===== config.mk =====
export PLATFORM = sky130hd
export DESIGN_NAME = eeprom_request_chunk_splitter
export DESIGN_NICKNAME = d
export VERILOG_FILES = /design/src/rtl/core/ercs_pkg.sv /design/src/rtl/core/ercs_regs.sv /design/src/rtl/core/ercs_ctrl.sv /design/src/rtl/core/ercs_dp.sv /design/src/rtl/core/eeprom_request_chunk_splitter.sv
export SDC_FILE = /design/constraint.sdc
export NUM_CORES = 1
export LEC_CHECK = 0
export BUFFER_PORTS_ARGS = -buffer_cell sky130_fd_sc_hd__buf_2
export CORE_MARGIN = 10
export CORE_UTILIZATION = 55
export CTS_CLUSTER_DIAMETER = 80
export DETAILED_ROUTE_END_ITERATION = 10
export PLACE_DENSITY_LB_ADDON = 0.05
export SYNTH_ARGS = -nofsm -noshare
export SYNTH_HDL_FRONTEND = slang
export SYNTH_SLANG_ARGS = --single-unit

===== constraint.sdc =====
create_clock -name clk -period 12.8 [get_ports clk]
set_clock_uncertainty 0.1 [all_clocks]
set_input_delay 1.28 -clock clk [delete_from_list [all_inputs] [get_ports clk]]
set_output_delay 1.28 -clock clk [all_outputs]
set_load 0.005 [all_outputs]

===== src/rtl/core/ercs_pkg.sv =====
package ercs_pkg;

	localparam int ADDR_W      = 19;
	localparam int LEN_W       = 9;
	localparam int WORD_W      = 16;
	localparam int DEV_W       = 7;
	localparam int PAGE_W      = 9;
	localparam int MAX_LENGTH  = 256;
	localparam int MAX_RESULTS = 33;
	localparam int CNT_W       = $clog2(MAX_RESULTS + 1);
	localparam int DIV_CNT_W   = $clog2(ADDR_W);
	localparam int CFG_IDX_W   = 2;

	localparam logic [PAGE_W-1:0] PAGE_MIN = PAGE_W'(8);
	localparam logic [PAGE_W-1:0] PAGE_MAX = PAGE_W'(256);

	typedef enum logic [CFG_IDX_W-1:0] {
		REG_PAGE_SIZE  = 2'd0,
		REG_WORD_BYTES = 2'd1,
		REG_BLOCK_BITS = 2'd2,
		REG_DEV_BASE   = 2'd3
	} cfg_idx_t;

	typedef struct packed {
		logic              func;
		logic [ADDR_W-1:0] start_address;
		logic [LEN_W-1:0]  request_length;
	} req_t;

	typedef struct packed {
		logic [DEV_W-1:0]  bus_device_address;
		logic [WORD_W-1:0] word_offset;
		logic [ADDR_W-1:0] chunk_address;
		logic [LEN_W-1:0]  chunk_length;
		logic              last_chunk;
	} chunk_t;

	typedef struct packed {
		logic [PAGE_W-1:0] page_size;
		logic [1:0]        addr_bytes;
		logic [1:0]        blk_sel_bits;
		logic [DEV_W-1:0]  device_base_address;
	} cfg_t;

	typedef struct packed {
		logic load;
		logic step;
		logic emit;
	} cmd_t;

	typedef struct packed {
		logic div_last;
		logic len_zero;
		logic out_free;
		logic emit_last;
		logic emit_wrap;
	} status_t;

endpackage


===== src/rtl/core/ercs_regs.sv =====
module ercs_regs (
	input  logic                            clk,
	input  logic                            arst_n,
	input  logic                            cfg_valid,
	output logic                            cfg_ready,
	input  logic [ercs_pkg::CFG_IDX_W-1:0]  cfg_index,
	input  logic [ercs_pkg::PAGE_W-1:0]     cfg_data,
	output ercs_pkg::cfg_t                  cfg
);
	import ercs_pkg::*;

	cfg_t cfg_q;

	assign cfg_ready = 1'b1;
	assign cfg       = cfg_q;

	always_ff @(posedge clk or negedge arst_n) begin
		if (!arst_n) begin
			cfg_q.page_size           <= PAGE_W'(16);
			cfg_q.addr_bytes          <= 2'd1;
			cfg_q.blk_sel_bits        <= 2'd0;
			cfg_q.device_base_address <= DEV_W'(80);
		end else if (cfg_valid) begin
			unique case (cfg_idx_t'(cfg_index))
				REG_PAGE_SIZE:  cfg_q.page_size           <= cfg_data;
				REG_WORD_BYTES: cfg_q.addr_bytes          <= cfg_data[1:0];
				REG_BLOCK_BITS: cfg_q.blk_sel_bits        <= cfg_data[1:0];
				REG_DEV_BASE:   cfg_q.device_base_address <= cfg_data[DEV_W-1:0];
				default: ;
			endcase
		end
	end

endmodule


===== src/rtl/core/ercs_ctrl.sv =====
module ercs_ctrl (
	input  logic                clk,
	input  logic                arst_n,
	input  logic                req_valid,
	output logic                req_stall,
	input  ercs_pkg::status_t   status,
	output ercs_pkg::cmd_t      cmd
);
	import ercs_pkg::*;

	typedef enum logic [1:0] {
		ST_IDLE,
		ST_DIV,
		ST_EMIT
	} state_t;

	state_t state_q;

	assign req_stall = (state_q != ST_IDLE);

	always_comb begin
		cmd      = '0;
		cmd.load = (state_q == ST_IDLE) && req_valid;
		cmd.step = (state_q == ST_DIV);
		cmd.emit = (state_q == ST_EMIT) && status.out_free;
	end

	always_ff @(posedge clk or negedge arst_n) begin
		if (!arst_n) begin
			state_q <= ST_IDLE;
		end else begin
			unique case (state_q)
				ST_IDLE: begin
					if (req_valid) state_q <= ST_DIV;
				end
				ST_DIV: begin
					// drop zero-length requests once the divider is done
					if (status.div_last) state_q <= status.len_zero ? ST_IDLE : ST_EMIT;
				end
				ST_EMIT: begin
					if (status.out_free) begin
						if (status.emit_last)      state_q <= ST_IDLE;
						else if (status.emit_wrap) state_q <= ST_DIV;
					end
				end
				default: state_q <= ST_IDLE;
			endcase
		end
	end

endmodule


===== src/rtl/core/ercs_dp.sv =====
module ercs_dp #(
	parameter int MAX_LENGTH = ercs_pkg::MAX_LENGTH
) (
	input  logic                clk,
	input  logic                arst_n,
	input  ercs_pkg::req_t      req,
	input  ercs_pkg::cfg_t      cfg,
	input  ercs_pkg::cmd_t      cmd,
	output ercs_pkg::status_t   status,
	output logic                chunk_valid,
	input  logic                chunk_stall,
	output ercs_pkg::chunk_t    chunk
);
	import ercs_pkg::*;

	localparam int CLAMP = (MAX_LENGTH < (1 << LEN_W) - 1) ? MAX_LENGTH : (1 << LEN_W) - 1;
	localparam logic [LEN_W-1:0] LEN_CLAMP = LEN_W'(CLAMP);
	localparam logic [DIV_CNT_W-1:0] DIV_LAST = DIV_CNT_W'(ADDR_W - 1);

	logic [ADDR_W-1:0]    addr_q;
	logic [LEN_W-1:0]     len_q;
	logic                 prog_q;
	logic [CNT_W-1:0]     n_q;
	logic [PAGE_W-1:0]    off_q;
	logic [ADDR_W-1:0]    dsh_q;
	logic [DIV_CNT_W-1:0] dcnt_q;
	logic                 out_valid_q;
	chunk_t               out_q;

	logic [PAGE_W-1:0] page_eff;
	logic              wide;
	logic [PAGE_W:0]   trial;
	logic [PAGE_W:0]   trial_sub;
	logic [PAGE_W-1:0] rem_next;
	logic [WORD_W-1:0] low_blk;
	logic [WORD_W:0]   room_blk;
	logic [PAGE_W-1:0] room_page;
	logic [LEN_W-1:0]  len_page;
	logic [LEN_W-1:0]  chunk_len;
	logic [ADDR_W:0]   addr_sum;
	logic [PAGE_W:0]   off_sum;
	logic [LEN_W-1:0]  len_next;
	logic [CNT_W-1:0]  n_next;
	logic              last;
	logic [2:0]        blk_mask;
	logic [2:0]        blk_num;
	logic [DEV_W-1:0]  dev;
	logic [LEN_W-1:0]  req_len;

	always_comb begin
		if (cfg.page_size < PAGE_MIN)      page_eff = PAGE_MIN;
		else if (cfg.page_size > PAGE_MAX) page_eff = PAGE_MAX;
		else                               page_eff = cfg.page_size;
	end

	assign wide = cfg.addr_bytes[1];
	assign req_len = (req.request_length > LEN_CLAMP) ? LEN_CLAMP : req.request_length;

	// one restoring step of the page remainder
	assign trial     = {off_q, dsh_q[ADDR_W-1]};
	assign trial_sub = trial - {1'b0, page_eff};
	assign rem_next  = (trial >= {1'b0, page_eff}) ? trial_sub[PAGE_W-1:0] : trial[PAGE_W-1:0];

	always_comb begin
		low_blk  = wide ? addr_q[WORD_W-1:0] : {8'd0, addr_q[7:0]};
		room_blk = (wide ? (17'd1 << 16) : 17'd256) - {1'b0, low_blk};
		room_page = page_eff - off_q;
		len_page = (prog_q && (room_page < len_q)) ? room_page : len_q;
		chunk_len = ({8'd0, len_page} > room_blk) ? room_blk[LEN_W-1:0] : len_page;
		addr_sum = {1'b0, addr_q} + {11'd0, chunk_len};
		off_sum  = {1'b0, off_q} + {1'b0, chunk_len};
		len_next = len_q - chunk_len;
		n_next   = n_q + CNT_W'(1);
		last     = (len_next == '0) || (n_next == CNT_W'(MAX_RESULTS));
	end

	always_comb begin
		unique case (cfg.blk_sel_bits)
			2'd0:    blk_mask = 3'b000;
			2'd1:    blk_mask = 3'b001;
			2'd2:    blk_mask = 3'b011;
			default: blk_mask = 3'b111;
		endcase
		blk_num = wide ? addr_q[18:16] : addr_q[10:8];
		dev = (cfg.device_base_address & ~{4'd0, blk_mask}) | {4'd0, blk_num & blk_mask};
	end

	always_comb begin
		status           = '0;
		status.div_last  = (dcnt_q == DIV_LAST);
		status.len_zero  = (len_q == '0);
		status.out_free  = !out_valid_q || !chunk_stall;
		status.emit_last = last;
		status.emit_wrap = prog_q && addr_sum[ADDR_W];
	end

	assign chunk_valid = out_valid_q;
	assign chunk       = out_q;

	always_ff @(posedge clk or negedge arst_n) begin
		if (!arst_n) begin
			out_valid_q <= 1'b0;
		end else if (cmd.emit) begin
			out_valid_q <= 1'b1;
		end else if (!chunk_stall) begin
			out_valid_q <= 1'b0;
		end
	end

	always_ff @(posedge clk) begin
		if (cmd.load) begin
			addr_q <= req.start_address;
			len_q  <= req_len;
			prog_q <= req.func;
			n_q    <= '0;
			off_q  <= '0;
			dsh_q  <= req.start_address;
			dcnt_q <= '0;
		end else if (cmd.step) begin
			off_q  <= rem_next;
			dsh_q  <= {dsh_q[ADDR_W-2:0], 1'b0};
			dcnt_q <= dcnt_q + DIV_CNT_W'(1);
		end else if (cmd.emit) begin
			out_q.bus_device_address <= dev;
			out_q.word_offset        <= low_blk;
			out_q.chunk_address      <= addr_q;
			out_q.chunk_length       <= chunk_len;
			out_q.last_chunk         <= last;
			addr_q <= addr_sum[ADDR_W-1:0];
			len_q  <= len_next;
			n_q    <= n_next;
			if (prog_q) begin
				if (addr_sum[ADDR_W]) begin
					// address wrapped: redo the page remainder from the new address
					off_q  <= '0;
					dsh_q  <= addr_sum[ADDR_W-1:0];
					dcnt_q <= '0;
				end else begin
					off_q <= (off_sum == {1'b0, page_eff}) ? '0 : off_sum[PAGE_W-1:0];
				end
			end
		end
	end

endmodule


===== src/rtl/core/eeprom_request_chunk_splitter.sv =====
// Splits one EEPROM request (read or program, 19-bit start address, byte length)
// into I2C chunk plans. Each plan gives the bus device address with the block
// number merged into its low block-select bits, the word offset within
// the block, the absolute chunk address, its length and a last-chunk flag.
// Reads break only at block boundaries (256 or 65536 bytes); programs also
// break at page boundaries. Zero-length requests produce nothing. A request
// takes a bit-serial page-remainder pass over the start address, then gives
// one chunk per cycle (up to 33 chunks) while the output is not stalled;
// a program request whose address wraps past the top reruns the pass.
// A request is taken only while the controller is idle; the last chunk may
// still sit in the output register when the next request is accepted.
// Configuration registers must be written through cfg_valid/cfg_ready while
// no request is in flight (not enforced by the block); cfg_ready is always high.
module eeprom_request_chunk_splitter #(
	parameter int MAX_LENGTH = ercs_pkg::MAX_LENGTH
) (
	input  logic                            clk,
	input  logic                            arst_n,
	// request channel
	input  logic                            req_valid,
	output logic                            req_stall,
	input  ercs_pkg::req_t                  req,
	// chunk plan channel
	output logic                            chunk_valid,
	input  logic                            chunk_stall,
	output ercs_pkg::chunk_t                chunk,
	// configuration write channel
	input  logic                            cfg_valid,
	output logic                            cfg_ready,
	input  logic [ercs_pkg::CFG_IDX_W-1:0]  cfg_index,
	input  logic [ercs_pkg::PAGE_W-1:0]     cfg_data
);
	import ercs_pkg::*;

	cfg_t    cfg;
	cmd_t    cmd;
	status_t status;

	// configuration registers, read directly by the datapath
	ercs_regs u_regs (
		.clk       (clk),
		.arst_n    (arst_n),
		.cfg_valid (cfg_valid),
		.cfg_ready (cfg_ready),
		.cfg_index (cfg_index),
		.cfg_data  (cfg_data),
		.cfg       (cfg)
	);

	// sequence load, remainder steps and chunk emission
	ercs_ctrl u_ctrl (
		.clk       (clk),
		.arst_n    (arst_n),
		.req_valid (req_valid),
		.req_stall (req_stall),
		.status    (status),
		.cmd       (cmd)
	);

	// address/length bookkeeping, page remainder and output register
	ercs_dp #(
		.MAX_LENGTH (MAX_LENGTH)
	) u_dp (
		.clk         (clk),
		.arst_n      (arst_n),
		.req         (req),
		.cfg         (cfg),
		.cmd         (cmd),
		.status      (status),
		.chunk_valid (chunk_valid),
		.chunk_stall (chunk_stall),
		.chunk       (chunk)
	);

endmodule


==> metrics.txt <==
routed via count=6965; Post-synth top flop=edfxtp_1; area of the die=21400 um2; CP Data Required Time=13.04 ns; FMAX=107 MHz; Worst-path clk slew=0.07 ns; Starting Density=55.7%; DRT Pass-1 Iters=5; GRT Overall Usage=20.4%; Syn Inst Count=911; Clock Sink Count=134; slowest stage delay, CP=0.59 ns; Syn Area/Cell=9.65 um2; sequential area share after synthesis=42.3%; Synth-to-Final Area Change=14.4%; Rel. slew slack=16.8%; Seq. cell area=3720 um2; core area=15800 um2; vias in the first global route=6915; IO buf count=98; period utilisation layout=72.9%; Worst-Margin Slew=1.25 ns; Synth area leaders=edfxtp_1 (31%), ha_1 (9.3%), dfrtp_1 (5.4%), dfxtp_1 (4.6%), nand2_1 (4.0%); routed wire length=21800 um; Rows=46; Ys Warns=0; setup TNS=0 ns; post-route ant nets=0; EDFF count, synth=92; CP endpoint kind=register; asr flop ratio synth=16.4%; area of the multi-input gates=4660 um2; Hold Crit Class=reg2reg; Synth top area share=31.4%; final slew viol count=0; TritonCTS clock tree=yes; wire length per cell=17.8 um; Die Width=146 um; RSZ-0062 raised after global routing=false; CTS Buf Count=17; top-count cell post-synth=nand2_1; final setup fails=0; die height=146 um; FILL cells=1345; drt via density=5.67; CP arrival=9.57 ns; initial antenna violation count=0; syn nets=1026; share of cells above drive strength 1=18.5%; first-iteration detailed-routing DRC count=486; Seq cells post-synth=134; postcts setup bufs=0; Top Ports=100; Bufs and invs on worst path=1; clock buffer depth=2; CP max FO=11; status=finished clean; number of diodes=0; largest net degree at the start of global routing=55; H-tree levels=4; final period demand of the worst path=9.33 ns; total gr overflow=0; Startpoint Class=register; Yosys cell types=69; final hold vios=0; Residual DRC=0; gpl congestion=0.878; synth cell count leaders=nand2_1 (94), edfxtp_1 (92), nor2_1 (74); HPWL after detailed placement=16100 um; Root Driver=clkbuf_16; slowest CP cell=a311oi_4; worst skew pair latency=0.43 ns; family with the most delay on the worst path=compound AO/OA/AOI/OAI gates; post_cts resized=0; first-pass GRT wire length=35600 um; cts hold-fix bufs=0; Setup CP Type=reg2reg; Syn Std Cell Area=8790 um2; Final nets=1114; Synth area leader=edfxtp_1; max_cap viols=0
==> cell families (layout without fill, tap and decap cells) <==
group	count (synthesis)	in the layout	synth area share [%]
flops	134	134	42.3
fa+ha+maj	70	70	10.4
other cells	1	1	0.0427
buf+inv	101	202	4.71
simple gates	278	278	15.2
mux	48	48	5.92
xor+xnor	57	57	5.68
compound gates	222	222	15.7
==> per-stage QoR <==
stage	std cells	hold WS [ns]	instance area, um2	util (%)	worst slack [ns]
floorplan	911	0.319	8790	-	4.96
global placement	1196	0.330	9440	59.9	3.80
detailed placement	1196	0.340	9440	59.9	3.65
CTS	1228	0.356	10100	63.8	3.56
global route	1228	0.375	10100	63.8	2.59
finish	1228	0.348	10100	63.8	3.47
==> final timing paths <==
kind,slack [ns],from,to,cells after the start
max in group asynchronous,11.55,arst_n,u_regs.cfg[4]$_DFFE_PN1P_,1
worst max register to register,3.47,u_regs.cfg[16]$_DFFE_PN0P_,u_dp.off_q[0]$_SDFFE_PP0P_,37
worst min register to register,0.35,u_regs.cfg[3]$_DFFE_PN0P_,u_dp.chunk[48]$_DFFE_PP_,0
worst min-delay path,0.35,u_regs.cfg[3]$_DFFE_PN0P_,u_dp.chunk[48]$_DFFE_PP_,0
worst max-delay path,3.47,u_regs.cfg[16]$_DFFE_PN0P_,u_dp.off_q[0]$_SDFFE_PP0P_,37
min in group asynchronous,0.70,arst_n,u_regs.cfg[18]$_DFFE_PN0P_,1
==> cell usage in the layout, fill, tap and decap left out, types with 11 or more instances in the layout <==
cell type   n
clkbuf_16  17
dfxtp_1    20
edfxtp_1   92
mux2i_1    16
nand3_1    19
nor2b_1    11
xnor2_1    32
xor2_1     25
nor3_1     12
mux2_2     30
o21ai_0    60
ha_1       65
nand3b_1   14
buf_2      98
dfrtp_1    19
a21oi_1    65
nand2_1    94
a211oi_1   13
inv_1      58
nor2_1     74
==> layout make-up <==
cell class                      instances  share of cell area (%)
Timing Repair Buffer                  106                    5.47
Tap cell                              216                    2.69
Clock buffer                           18                    4.27
Clock inverter                         14                    1.89
Inverter                               64                    2.39
Sequential cell                       134                    37.0
Multi-Input combinational cell        676                    46.3
==> flip-flops by register name, indices dropped and copies added, names as in the netlist, 2 cells and up <==
signal,count
u_dp.addr_q,19
u_dp.chunk,44
u_dp.dsh_q,19
u_ctrl.state_q,2
u_dp.off_q,9
u_dp.dcnt_q,5
u_regs.cfg,19
u_dp.n_q,6
u_dp.len_q,9
==> layer usage <==
layer  up-vias  part of all wire [%]  wire length, um  global-route usage, %
li1       3451                     -                -                      -
met1      3274                    48            10400                   27.6
met2       212                    45             9780                   31.3
met3        28                   5.9             1280                   4.82
met4         0                   1.7              361                   6.91
met5         -                     0                0                      0
Power is left out: the tool's default activity adds up to more than one toggle a clock period on the data nets, which glitch-free logic cannot reach.
